`src/rtl/core/block_scaled_int8_dot_product_unit_assert.svh`:
```
// assertion macros for the block-scaled dot product rtl, used by its back end
`ifndef BLOCK_SCALED_INT8_DOT_PRODUCT_UNIT_ASSERT_SVH
`define BLOCK_SCALED_INT8_DOT_PRODUCT_UNIT_ASSERT_SVH

// same-cycle implication, masked during reset
`define BSDP_ASSERT_IMP(label, clk, rst, ante, cons) \
   label: assert property (@(posedge clk) disable iff (rst) (ante) |-> (cons)) \
      else $error("bsdp: same-cycle check failed");

// next-cycle implication, masked during reset
`define BSDP_ASSERT_NXT(label, clk, rst, ante, cons) \
   label: assert property (@(posedge clk) disable iff (rst) (ante) |=> (cons)) \
      else $error("bsdp: next-cycle check failed");

`endif

```
`src/rtl/core/bsdp_pkg.sv`:
```
// shared types and constants of the block-scaled int8 dot product unit
package bsdp_pkg;

   // field widths fixed by the interface
   localparam int ELEM_W       = 8;
   localparam int SCALE_W      = 16;
   localparam int SCALE_PROD_W = 2 * SCALE_W;
   localparam int ACC_W        = 64;
   localparam int RESULT_FRAC_BITS = 24;

   // parameter defaults
   localparam int BLOCK_LEN_DEF       = 32;
   localparam int SCALE_FRAC_BITS_DEF = 12;

   // depth of the fold queue between front and back
   localparam int QUEUE_DEPTH = 4;

   // saturation bounds of the accumulator
   localparam logic signed [ACC_W-1:0] ACC_MAX = {1'b0, {(ACC_W-1){1'b1}}};
   localparam logic signed [ACC_W-1:0] ACC_MIN = {1'b1, {(ACC_W-1){1'b0}}};

   // input item
   typedef struct packed {
      logic signed [ELEM_W-1:0]  act_value;
      logic signed [ELEM_W-1:0]  wgt_value;
      logic signed [SCALE_W-1:0] act_scale;
      logic signed [SCALE_W-1:0] wgt_scale;
      logic                      last_element;
   } req_type;

   // result item
   typedef struct packed {
      logic signed [ACC_W-1:0] dot_result;
      logic                    saturated;
   } rsp_type;

   // scales and end mark that travel with a block sum to the back end
   typedef struct packed {
      logic signed [SCALE_W-1:0] act_scale;
      logic signed [SCALE_W-1:0] wgt_scale;
      logic                      last_element;
   } fold_type;

   // fold queue status
   typedef struct packed {
      logic full;
      logic empty;
   } queue_status_type;

   // back end sequencer
   typedef enum logic [2:0] {
      BK_IDLE,
      BK_SCALE,
      BK_TERM,
      BK_ALIGN,
      BK_ACC
   } back_state_type;

endpackage

```
`src/rtl/core/bsdp_queue.sv`:
```
// small register fifo holding block sums waiting for the scale fold
module bsdp_queue #(
   parameter int DATA_W = 54
) (
   input  logic                       clock,
   input  logic                       reset,
   input  logic                       push,
   input  logic [DATA_W-1:0]          push_data,
   input  logic                       pop,
   output logic [DATA_W-1:0]          head_data,
   output bsdp_pkg::queue_status_type q_status
);

   localparam int DEPTH = bsdp_pkg::QUEUE_DEPTH;
   localparam int PTR_W = (DEPTH > 1) ? $clog2(DEPTH) : 1;
   localparam int CNT_W = $clog2(DEPTH + 1);

   logic [DATA_W-1:0] slot_ff [DEPTH];
   logic [PTR_W-1:0]  wr_ptr_ff, wr_ptr_in;
   logic [PTR_W-1:0]  rd_ptr_ff, rd_ptr_in;
   logic [CNT_W-1:0]  count_ff, count_in;

   // pointer and fill count update
   always_comb begin
      wr_ptr_in = wr_ptr_ff;
      rd_ptr_in = rd_ptr_ff;
      count_in  = count_ff;
      if (push) begin
         wr_ptr_in = (wr_ptr_ff == PTR_W'(DEPTH - 1)) ? '0 : wr_ptr_ff + PTR_W'(1);
      end
      if (pop) begin
         rd_ptr_in = (rd_ptr_ff == PTR_W'(DEPTH - 1)) ? '0 : rd_ptr_ff + PTR_W'(1);
      end
      if (push && !pop) begin
         count_in = count_ff + CNT_W'(1);
      end else if (pop && !push) begin
         count_in = count_ff - CNT_W'(1);
      end
   end

   always_ff @(posedge clock) begin
      if (reset) begin
         wr_ptr_ff <= '0;
         rd_ptr_ff <= '0;
         count_ff  <= '0;
      end else begin
         wr_ptr_ff <= wr_ptr_in;
         rd_ptr_ff <= rd_ptr_in;
         count_ff  <= count_in;
      end
   end

   // entry storage
   always_ff @(posedge clock) begin
      if (push) begin
         slot_ff[wr_ptr_ff] <= push_data;
      end
   end

   assign head_data      = slot_ff[rd_ptr_ff];
   assign q_status.full  = (count_ff == CNT_W'(DEPTH));
   assign q_status.empty = (count_ff == '0);

endmodule

```
`src/rtl/core/bsdp_front.sv`:
```
// front end: takes items, sums exact products per block, queues block folds
module bsdp_front #(
   parameter int BLOCK_LEN = bsdp_pkg::BLOCK_LEN_DEF,
   parameter int PART_W    = 16 + $clog2(BLOCK_LEN)
) (
   input  logic                       clock,
   input  logic                       reset,
   input  logic                       req_valid,
   output logic                       req_stall,
   input  bsdp_pkg::req_type          req_data,
   input  bsdp_pkg::queue_status_type q_status,
   output logic                       push,
   output logic signed [PART_W-1:0]   push_bsum,
   output bsdp_pkg::fold_type         push_fold
);

   localparam int CNT_W = $clog2(BLOCK_LEN);

   logic signed [PART_W-1:0]                  partial_ff, partial_in;
   logic [CNT_W-1:0]                          count_ff, count_in;
   logic signed [2*bsdp_pkg::ELEM_W-1:0]      elem_prod;
   logic signed [PART_W-1:0]                  sum;
   logic                                      accept;
   logic                                      blk_end;

   // block sum and element count
   always_comb begin
      accept     = req_valid && !q_status.full;
      elem_prod  = req_data.act_value * req_data.wgt_value;
      sum        = partial_ff + PART_W'(elem_prod);
      blk_end    = (count_ff == CNT_W'(BLOCK_LEN - 1)) || req_data.last_element;
      partial_in = partial_ff;
      count_in   = count_ff;
      if (accept) begin
         if (blk_end) begin
            partial_in = '0;
            count_in   = '0;
         end else begin
            partial_in = sum;
            count_in   = count_ff + CNT_W'(1);
         end
      end
   end

   always_ff @(posedge clock) begin
      if (reset) begin
         partial_ff <= '0;
         count_ff   <= '0;
      end else begin
         partial_ff <= partial_in;
         count_ff   <= count_in;
      end
   end

   // completed block goes to the fold queue with the scales of its closing item
   assign req_stall              = q_status.full;
   assign push                   = accept && blk_end;
   assign push_bsum              = sum;
   assign push_fold.act_scale    = req_data.act_scale;
   assign push_fold.wgt_scale    = req_data.wgt_scale;
   assign push_fold.last_element = req_data.last_element;

endmodule

```
`src/rtl/core/bsdp_back.sv`:
```
// back end: scales block sums, saturating accumulate, result register
module bsdp_back #(
   parameter int BLOCK_LEN       = bsdp_pkg::BLOCK_LEN_DEF,
   parameter int SCALE_FRAC_BITS = bsdp_pkg::SCALE_FRAC_BITS_DEF,
   parameter int PART_W          = 16 + $clog2(BLOCK_LEN)
) (
   input  logic                       clock,
   input  logic                       reset,
   input  bsdp_pkg::queue_status_type q_status,
   output logic                       pop,
   input  logic signed [PART_W-1:0]   head_bsum,
   input  bsdp_pkg::fold_type         head_fold,
   output logic                       rsp_valid,
   input  logic                       rsp_stall,
   output bsdp_pkg::rsp_type          rsp_data
);

   `include "block_scaled_int8_dot_product_unit_assert.svh"

   localparam int ACC_W   = bsdp_pkg::ACC_W;
   localparam int SS_W    = bsdp_pkg::SCALE_PROD_W;
   localparam int PROD_W  = PART_W + SS_W;
   localparam int PROD_FRAC = 2 * SCALE_FRAC_BITS;
   localparam int SHL = (PROD_FRAC < bsdp_pkg::RESULT_FRAC_BITS) ?
                        bsdp_pkg::RESULT_FRAC_BITS - PROD_FRAC : 0;
   localparam int SHR = (PROD_FRAC > bsdp_pkg::RESULT_FRAC_BITS) ?
                        PROD_FRAC - bsdp_pkg::RESULT_FRAC_BITS : 0;
   localparam int ALN_W = (PROD_W + SHL > ACC_W + 1) ? PROD_W + SHL : ACC_W + 1;
   // half an output lsb, zero when no right shift
   localparam logic signed [ALN_W-1:0] RND = (ALN_W'(1) << SHR) >> 1;

   bsdp_pkg::back_state_type state_ff, state_in;

   logic signed [PART_W-1:0] bsum_ff, bsum_in;
   bsdp_pkg::fold_type       fold_ff, fold_in;
   logic signed [SS_W-1:0]   ss_ff, ss_in;
   logic signed [PROD_W-1:0] prod_ff, prod_in;
   logic signed [ACC_W-1:0]  term_ff, term_in;
   logic                     tclip_ff, tclip_in;
   logic signed [ACC_W-1:0]  total_ff, total_in;
   logic                     clip_ff, clip_in;
   logic                     rsp_valid_ff, rsp_valid_in;
   bsdp_pkg::rsp_type        rsp_data_ff, rsp_data_in;

   logic ld_ss, ld_prod, ld_term, ld_acc, ld_out, hold;

   logic signed [ALN_W-1:0] ext;
   logic signed [ALN_W-1:0] shifted;
   logic [ALN_W-ACC_W:0]    hi_bits;
   logic                    fits;
   logic [ACC_W:0]          sum_wide;
   logic                    ovf;
   logic signed [ACC_W-1:0] total_new;
   logic                    clip_new;

   // a last fold waits while an older result is still held
   assign hold = fold_ff.last_element && rsp_valid_ff && rsp_stall;

   // sequencer next state
   always_comb begin
      state_in = state_ff;
      case (state_ff)
         bsdp_pkg::BK_IDLE: begin
            if (!q_status.empty) begin
               state_in = bsdp_pkg::BK_SCALE;
            end
         end
         bsdp_pkg::BK_SCALE: state_in = bsdp_pkg::BK_TERM;
         bsdp_pkg::BK_TERM:  state_in = bsdp_pkg::BK_ALIGN;
         bsdp_pkg::BK_ALIGN: state_in = bsdp_pkg::BK_ACC;
         bsdp_pkg::BK_ACC: begin
            if (!hold) begin
               state_in = bsdp_pkg::BK_IDLE;
            end
         end
         default: state_in = bsdp_pkg::BK_IDLE;
      endcase
   end

   // sequencer outputs
   always_comb begin
      pop     = 1'b0;
      ld_ss   = 1'b0;
      ld_prod = 1'b0;
      ld_term = 1'b0;
      ld_acc  = 1'b0;
      ld_out  = 1'b0;
      case (state_ff)
         bsdp_pkg::BK_IDLE:  pop     = !q_status.empty;
         bsdp_pkg::BK_SCALE: ld_ss   = 1'b1;
         bsdp_pkg::BK_TERM:  ld_prod = 1'b1;
         bsdp_pkg::BK_ALIGN: ld_term = 1'b1;
         bsdp_pkg::BK_ACC: begin
            ld_acc = !hold;
            ld_out = !hold && fold_ff.last_element;
         end
         default: pop = 1'b0;
      endcase
   end

   // scale product, block term, alignment and saturating add
   always_comb begin
      bsum_in = pop ? head_bsum : bsum_ff;
      fold_in = pop ? head_fold : fold_ff;
      ss_in   = ld_ss ? fold_ff.act_scale * fold_ff.wgt_scale : ss_ff;
      prod_in = ld_prod ? bsum_ff * ss_ff : prod_ff;

      ext      = {{(ALN_W-PROD_W){prod_ff[PROD_W-1]}}, prod_ff};
      shifted  = ((ext + RND) >>> SHR) <<< SHL;
      hi_bits  = shifted[ALN_W-1:ACC_W-1];
      fits     = (&hi_bits) || !(|hi_bits);
      term_in  = term_ff;
      tclip_in = tclip_ff;
      if (ld_term) begin
         tclip_in = !fits;
         if (fits) begin
            term_in = shifted[ACC_W-1:0];
         end else begin
            term_in = shifted[ALN_W-1] ? bsdp_pkg::ACC_MIN : bsdp_pkg::ACC_MAX;
         end
      end

      sum_wide  = {total_ff[ACC_W-1], total_ff} + {term_ff[ACC_W-1], term_ff};
      ovf       = sum_wide[ACC_W] != sum_wide[ACC_W-1];
      if (ovf) begin
         total_new = sum_wide[ACC_W] ? bsdp_pkg::ACC_MIN : bsdp_pkg::ACC_MAX;
      end else begin
         total_new = sum_wide[ACC_W-1:0];
      end
      clip_new = clip_ff || tclip_ff || ovf;

      total_in    = total_ff;
      clip_in     = clip_ff;
      rsp_data_in = rsp_data_ff;
      if (ld_acc) begin
         if (fold_ff.last_element) begin
            total_in = '0;
            clip_in  = 1'b0;
         end else begin
            total_in = total_new;
            clip_in  = clip_new;
         end
      end
      if (ld_out) begin
         rsp_data_in.dot_result = total_new;
         rsp_data_in.saturated  = clip_new;
      end
      rsp_valid_in = ld_out || (rsp_valid_ff && rsp_stall);
   end

   // control state and accumulator
   always_ff @(posedge clock) begin
      if (reset) begin
         state_ff     <= bsdp_pkg::BK_IDLE;
         total_ff     <= '0;
         clip_ff      <= 1'b0;
         rsp_valid_ff <= 1'b0;
      end else begin
         state_ff     <= state_in;
         total_ff     <= total_in;
         clip_ff      <= clip_in;
         rsp_valid_ff <= rsp_valid_in;
      end
   end

   // datapath registers
   always_ff @(posedge clock) begin
      bsum_ff     <= bsum_in;
      fold_ff     <= fold_in;
      ss_ff       <= ss_in;
      prod_ff     <= prod_in;
      term_ff     <= term_in;
      tclip_ff    <= tclip_in;
      rsp_data_ff <= rsp_data_in;
   end

   assign rsp_valid = rsp_valid_ff;
   assign rsp_data  = rsp_data_ff;

   // a result is loaded only into a free or draining output register
   `BSDP_ASSERT_IMP(a_out_free, clock, reset, ld_out, !rsp_valid_ff || !rsp_stall)
   // queue is popped only from idle and never when empty
   `BSDP_ASSERT_IMP(a_pop_idle, clock, reset, pop, state_ff == bsdp_pkg::BK_IDLE && !q_status.empty)
   // a finished last fold leaves a cleared accumulator and a pending result
   `BSDP_ASSERT_NXT(a_last_clear, clock, reset, ld_out, total_ff == '0 && !clip_ff && rsp_valid_ff)

endmodule

```
`src/rtl/core/block_scaled_int8_dot_product_unit.sv`:
```
// top level of the block-scaled int8 dot product unit
//
//   port group  direction  payload    transfer
//   req_        in         req_type   req_valid & !req_stall
//   rsp_        out        rsp_type   rsp_valid & !rsp_stall
//
// items enter at one per cycle while the fold queue has room
// each block end or last item goes through the back-end steps (pop, scale
// multiply, block multiply, align, accumulate) in order; four folds can queue
// one fold at a time in the back end; when the queue fills, the input stalls
// reset is synchronous and clears block sums, counters, queue and accumulator
// rsp_stall holds the result; a later last fold waits in the back end
module block_scaled_int8_dot_product_unit #(
   parameter int BLOCK_LEN       = bsdp_pkg::BLOCK_LEN_DEF,
   parameter int SCALE_FRAC_BITS = bsdp_pkg::SCALE_FRAC_BITS_DEF
) (
   input  logic              clock,
   input  logic              reset,
   input  logic              req_valid,
   output logic              req_stall,
   input  bsdp_pkg::req_type req_data,
   output logic              rsp_valid,
   input  logic              rsp_stall,
   output bsdp_pkg::rsp_type rsp_data
);

   localparam int PART_W = 16 + $clog2(BLOCK_LEN);
   localparam int ENTRY_W = PART_W + $bits(bsdp_pkg::fold_type);

   bsdp_pkg::queue_status_type q_status;
   logic                       push;
   logic                       pop;
   logic signed [PART_W-1:0]   push_bsum;
   logic signed [PART_W-1:0]   head_bsum;
   bsdp_pkg::fold_type         push_fold;
   bsdp_pkg::fold_type         head_fold;
   logic [ENTRY_W-1:0]         head_entry;

   // item intake and block sums
   bsdp_front #(
      .BLOCK_LEN (BLOCK_LEN),
      .PART_W    (PART_W)
   ) u_front (
      .clock     (clock),
      .reset     (reset),
      .req_valid (req_valid),
      .req_stall (req_stall),
      .req_data  (req_data),
      .q_status  (q_status),
      .push      (push),
      .push_bsum (push_bsum),
      .push_fold (push_fold)
   );

   // fold queue
   bsdp_queue #(
      .DATA_W (ENTRY_W)
   ) u_queue (
      .clock     (clock),
      .reset     (reset),
      .push      (push),
      .push_data ({push_bsum, push_fold}),
      .pop       (pop),
      .head_data (head_entry),
      .q_status  (q_status)
   );

   assign head_bsum = head_entry[ENTRY_W-1:ENTRY_W-PART_W];
   assign head_fold = head_entry[ENTRY_W-PART_W-1:0];

   // scaling, accumulation and result
   bsdp_back #(
      .BLOCK_LEN       (BLOCK_LEN),
      .SCALE_FRAC_BITS (SCALE_FRAC_BITS),
      .PART_W          (PART_W)
   ) u_back (
      .clock     (clock),
      .reset     (reset),
      .q_status  (q_status),
      .pop       (pop),
      .head_bsum (head_bsum),
      .head_fold (head_fold),
      .rsp_valid (rsp_valid),
      .rsp_stall (rsp_stall),
      .rsp_data  (rsp_data)
   );

endmodule
```
`config.mk`:
```
export PLATFORM = sky130hd
export DESIGN_NAME = block_scaled_int8_dot_product_unit
export DESIGN_NICKNAME = d
export VERILOG_FILES = /design/src/rtl/core/bsdp_pkg.sv /design/src/rtl/core/bsdp_queue.sv /design/src/rtl/core/bsdp_front.sv /design/src/rtl/core/bsdp_back.sv /design/src/rtl/core/block_scaled_int8_dot_product_unit.sv
export VERILOG_INCLUDE_DIRS = /design/src /design/src/rtl/core
export SDC_FILE = /design/constraint.sdc
export NUM_CORES = 2
export LEC_CHECK = 0
export BUFFER_PORTS_ARGS = -buffer_cell sky130_fd_sc_hd__buf_2
export CAP_MARGIN = 20
export CORE_UTILIZATION = 60
export CTS_CLUSTER_SIZE = 25
export DETAILED_ROUTE_END_ITERATION = 12
export GPL_TIMING_DRIVEN = 0
export HOLD_SLACK_MARGIN = 0.15
export PLACE_DENSITY = 0.77
export SETUP_SLACK_MARGIN = 0.02
export SLEW_MARGIN = 20
export SYNTH_ARGS = -nofsm -noshare
export SYNTH_HDL_FRONTEND = slang
export SYNTH_HIERARCHICAL = 1
export SYNTH_SLANG_ARGS = --single-unit
```
`constraint.sdc`:
```
create_clock -name clock -period 11.4 [get_ports clock]
set_input_delay 0 -clock clock [delete_from_list [all_inputs] [get_ports clock]]
set_output_delay 0 -clock clock [all_outputs]
set_load 0.05 [all_outputs]
```
== Yosys cells after proc, flatten, opt, wreduce, memory -nomap -nowiden ==
Memory sizes are Yosys's and may differ from the RTL's. A register that Yosys moved wholly into a read port is not among the register bits.
Index checks and enable logic that the tools add are counted.

* Multipliers: 3
* Mux-type cells: 21
* Add/sub/neg operators: 7
* Eq/ne operators: 11
* Reduce and logical (&&, ||, !) cells: 20

{| class="wikitable"
|+ Operators with widths
! kind !! count
|-
| 64-bit two-way mux || 3
|-
| 64-bit by 53-bit adder with 65-bit output || 1
|-
| 21-bit by 32-bit multiplier with 53-bit output || 1
|-
| 16-bit by 16-bit multiplier with 32-bit output || 1
|-
| 21-bit by 16-bit adder with 21-bit output || 1
|-
| 21-bit two-way mux || 1
|-
| 8-bit by 8-bit multiplier with 16-bit output || 1
|-
| 3-bit one-hot mux with 5 select lines || 1
|-
| 3-bit two-way mux || 4
|-
| 1-bit two-way mux || 9
|-
| 1-bit logical AND || 8
|-
| 3-bit by 2-bit equality test with 1-bit output, second input constant || 2
|-
| 3-bit equality test, second input constant || 2
|-
| 3-bit zero test || 2
|-
| 5-bit by 1-bit adder with 5-bit output, second input constant || 1
|-
| 5-bit equality test, second input constant || 1
|-
| 1-bit zero test || 5
|-
| 5-bit two-way mux || 1
|-
| 2-bit by 1-bit adder with 2-bit output, second input constant || 2
|-
| 2-bit equality test, second input constant || 2
|-
| 2-bit two-way mux || 2
|-
| 2-bit != test, second input constant || 2
|-
| 3-bit by 1-bit adder with 3-bit output, second input constant || 1
|-
| 3-bit by 1-bit equality test with 1-bit output, second input constant || 1
|-
| 5 further kinds || 7
|}

* Bits in writable memories: 216
* Register bits: 305
* Logic and storage cells: 77
* Output and inout bits: 67
* Input port bits: 53
* Memories kept: 1

{| class="wikitable"
|+ Memories
! memory !! depth !! width !! read ports !! clocked after Yosys merged registers in !! write ports !! RTL line !! text
|-
| u_queue.slot_ff || 4 || 54 || 1 || 1 || 1 || bsdp_queue.sv:18 || <nowiki>logic [DATA_W-1:0] slot_ff [DEPTH];</nowiki>
|}

== Logic depth before layout (Yosys ltp) ==
* Depth after elaboration: 8
* Mapped depth: 28
* Gate-level depth less buffers: 27

== Cells and area by module ==
Netlist, hierarchy kept.

{| class="wikitable"
|+ By module, submodules not included
! module !! cells each !! area each (sq um) !! seq. area each (sq um) !! instances
|-
| bsdp_back || 4904 || 47905.9 || 9098.7 || 1
|-
| bsdp_queue || 326 || 8299.2 || 6666.4 || 1
|-
| bsdp_front || 521 || 4914.7 || 520.5 || 1
|}

== Worst setup path after synthesis ==
Ideal clock, no wire load.

* Kind: register to register
* Start point: register u_back.state_ff[0]
* End point: register u_queue.count_ff[2]
* Path buffers: 0
* Arrival: 7.386 ns
* Clock period less this slack: 7.456 ns
* Data required time: 11.330 ns
* Library setup time: 0.070 ns
* Stages on the path, launching flop included: 9
* Path slack: 3.944 ns
* Path through: dfxtp_1 -> nor4_1 -> inv_1 -> ha_1 -> inv_1 -> fa_1 -> xor2_1 -> or3_1 -> a21oi_1

* Word-level cells in the longest chain between the ends: 5
* Elaborated cells between the ends (all ways): 7
* Classes of those cells: mux: 2; reduce/logical: 5

{| class="wikitable"
|+ Ends and longest elaborated chain
! element !! RTL line !! text
|-
| start: declaration || bsdp_back.sv:32 || <nowiki>bsdp_pkg::back_state_type state_ff, state_in;</nowiki>
|-
| start signal: assignment || bsdp_back.sv:154 || <nowiki>state_ff <= bsdp_pkg::BK_IDLE;</nowiki>
|-
| start signal: assignment || bsdp_back.sv:159 || <nowiki>state_ff <= state_in;</nowiki>
|-
| 3-bit zero test (*) || bsdp_back.sv:88 || <nowiki>case (state_ff)</nowiki>
|-
| 1-bit two-way mux (*) || bsdp_back.sv:88 ||
|-
| net pop || block_scaled_int8_dot_product_unit.sv:32 || <nowiki>logic pop;</nowiki>
|-
| 1-bit zero test || bsdp_queue.sv:34 || <nowiki>if (push && !pop) begin</nowiki>
|-
| 1-bit logical AND || bsdp_queue.sv:34 ||
|-
| 3-bit two-way mux / 2-bit nonzero test (equally long branches) || n/a ||
|-
| end signal: assignment || bsdp_queue.sv:49 || <nowiki>count_ff <= count_in;</nowiki>
|-
| end: declaration || bsdp_queue.sv:21 || <nowiki>logic [CNT_W-1:0] count_ff, count_in;</nowiki>
|}

The timed path passes the listed nets; every way through them passes the cells marked *.
A chain may end at the register's enable or synchronous reset.

== Final worst setup path ==
* Start point: register u_back.bsum_ff[20] (read register of u_queue.slot_ff)
* End point: register u_back.prod_ff[51], data pin

* Word-level cells in the longest chain between the ends: 1

{| class="wikitable"
|+ Ends and longest elaborated chain
! element !! RTL line !! text
|-
| start: declaration || bsdp_back.sv:34 || <nowiki>logic signed [PART_W-1:0] bsum_ff, bsum_in;</nowiki>
|-
| 21-bit by 32-bit multiplier with 53-bit output || bsdp_back.sv:106 || <nowiki>prod_in = ld_prod ? bsum_ff * ss_ff : prod_ff;</nowiki>
|-
| end signal: assignment || bsdp_back.sv:171 || <nowiki>prod_ff <= prod_in;</nowiki>
|-
| end: declaration || bsdp_back.sv:37 || <nowiki>logic signed [PROD_W-1:0] prod_ff, prod_in;</nowiki>
|}

Every way passes these cells.

==> results.cfg <==
[outcome]
status = completed

[sta]
rsz0062_at_grt = no
fin_worst_skew_ps = 52.9
worst_pin_slew_ps = 1000
tns_ps = 0
fmax_mhz = 111
period_share_pct = 79.3
drv_slew = 0
relSlewSlack_pct = 32.8
finalCriticalPeriod_ps = 9040
finalHoldViolations = 0
setup-violations-final = 0

[clock_tree]
holdBufCountCts = 72
cts_resized = 0
clkTransAtPathRegs_ps = 90
cts_buffers = 58
cts_setup_buffers = 0
clock-sinks = 577
cts_tree = done
clockBufferDepth = 3
cts-root-buf = clkbuf_16
cts_max_level = 2
clk_latency_ps = 700

[synth]
synthSimpleGateAreaFrac_pct = 11.9
synth_compound_area_share_pct = 6.91
synth_nets = 7163
synth_edf_count = 473
ys_async_sr_fraction_pct = 0
synth.distinct_cells = 87
avgSynthCellArea_um2 = 10.6
netlist_area_um2 = 61100
synthAdderAreaFrac_pct = 40.4
synthCells = 5751
ys_warn_count = 6
synth_mux_area_share_pct = 2.17
yosys.area_share.xor_xnor_pct = 2.52
synth_ff_type = edfxtp_1
synth_top_family_by_area = adder cells
synth-seq-cells = 577
synth-seq-area-share_pct = 26.6

[job]
maxCapViolCount = 0

[setup_path]
cp_max_fo = 10
cp_num_buf_inv = 5
reg2reg_depth = 25
cp-start-kind = register
crit_top_cell = fa_1
crit_family = adder cells
cp.depth = 25
end_kind = register
worst_ep_arrival_time_ps = 9430
path_class = reg2reg
cp_slowest_cell = clkinv_1
required_ps = 11780
cp_slowest_stage_delay_ps = 730

[final_layout]
syn2layout_area_growth_pct = 8.34
nFillCells = 7788
drive_gt1_share_pct = 6.40
nets = 7411
fin_util_pct = 65.8
area.sequential_um2 = 16300
layout.cells.most_common = inv_1
layout_common_cells = inv_1, fa_1, nand2_1
multi_input_comb_area_um2 = 39100

[floorplan]
die_h_um = 321
core_area_um2 = 101000
die_w_um = 321
die_area_um2 = 103000
num_rows = 116
start_util_pct = 60.8
ios = 120

[placed_design]
dp_hpwl_um = 126000
io_buffers = 86
gp_congestion = 0.991

[drt]
postRouteAntennaNets = 0
wirelength_um = 155000
drt_iter0_markers = 3304
vias = 41500
drc = 0
via_per_inst = 5.61
routedWlPerCell_um = 21.0
dr.pass1.iters = 6

[hold_path]
holdPathStages = 4
min_path_type = in2reg

[global_routing]
grt_use_total_pct = 31.2
grt_max_degree = 41
grt_pass1_wl_um = 245000
grt_antenna_before_repair = 0
grt-ovfl-total = 0
grt_pass1_vias = 43900
worst paths after layout:
path | from | end | slack, ps
min reg2reg | u_back/prod_ff[42]$_DFFE_PN_ | u_back/term_ff[42]$_DFFE_PP_ | 410
max | u_back/bsum_ff[20]$_DFFE_PP_ | u_back/prod_ff[51]$_DFFE_PN_ | 2360
min | req_data[35] | u_queue/slot_ff[1][35]$_DFFE_PP_ | 220
max reg2reg | u_back/bsum_ff[20]$_DFFE_PP_ | u_back/prod_ff[51]$_DFFE_PN_ | 2360
synth_stat cells (all sizes together), types with 23 or more instances:
cell	count	area share (%)
inv	1193	7.3
fa	1024	34
nand2	658	4.0
edfxtp	473	23
and2	427	4.4
ha	335	6.9
clkbuf	200	1.2
nor2	163	1.0
a21oi	157	1.3
o21ai	119	0.99
xnor2	116	1.7
dfxtp	104	3.4
a21o	80	0.99
buf	77	0.92
nand2b	72	0.74
xor2	60	0.86
mux4	54	2.0
nor3	54	0.47
a221o	43	0.70
nand3	30	0.25
o21a	29	0.36
a211o	27	0.39
o21bai	23	0.28
cells by family after synthesis:
| family | Yosys count |
|---|---|
| simple gates | 1495 |
| flops | 577 |
| fa+ha+maj | 1359 |
| buf+inv | 1471 |
| mux | 63 |
| xor+xnor | 176 |
| compound gates | 610 |
routing by layer:
metal | wire [um] | GRT usage [%] | vias up | part of all wire (%)
li1 | - | - | 18500 | -
met1 | 61500 | 40.0 | 21000 | 40
met2 | 74300 | 52.0 | 1689 | 48
met3 | 11100 | 4.72 | 384 | 7.2
met4 | 8510 | 15.2 | 0 | 5.5
met5 | 0 | 0 | - | 0
worst reg2reg max path, stage by stage (launching register included):
cell and delay, ps:
edfxtp_1 710, clkinv_1 740, buf_1 530, nor2_1 260
fa_1 460, fa_1 510, fa_1 430, fa_1 510
fa_1 430, fa_1 490, inv_1 50, fa_1 470
inv_1 40, ha_1 260, clkbuf_1 270, a21o_1 160
a21o_1 110, a2111oi_0 100, o41ai_1 450, nor3_1 130
a211oi_2 350, a21oi_1 190, nor4_1 530, nor3_1 190
o31ai_1 270, xor2_1 120
state kept, by name, summed over array words and instances, names as in the netlist, named ones only:
name,cells
u_back/bsum_ff,21
u_back/clip_ff,1
u_back/fold_ff,33
u_back/prod_ff,53
u_back/rsp_data,65
u_back/rsp_valid,1
u_back/ss_ff,32
u_back/state_ff,3
u_back/term_ff,53
u_back/total_ff,64
u_front/count_ff,5
u_front/partial_ff,21
u_queue/count_ff,3
u_queue/rd_ptr_ff,2
u_queue/slot_ff,216
u_queue/wr_ptr_ff,2
per-stage QoR:
| stage | hold slack [ps] | setup WS, ps | area [um2] | std cells |
|---|---|---|---|---|
| 6_report | 222 | 2360 | 66200 | 7407 |
| 5_1_grt | 245 | 1890 | 66200 | 7405 |
| 4_1_cts | 187 | 2460 | 66200 | 7404 |
| 3_5_place_dp | 202 | 2520 | 63600 | 7223 |
| 3_3_place_gp | 200 | -375 | 63200 | 7194 |
| 2_1_floorplan | 69.1 | 3940 | 61100 | 5751 |
layout make-up:
type	count	share of cell area (%)
diodes	2	0.00756
plain buffers	277	1.99
clock buffers	70	2.39
clock inverters	39	0.535
inverters	1194	6.77
multi-input cells	3703	59.0
flip-flops and latches	577	24.6
well taps	1357	2.56
repair buffers	188	2.14
Power is not shown: default switching activity piles up to over one toggle a cycle in this logic, so the estimate is an artifact.
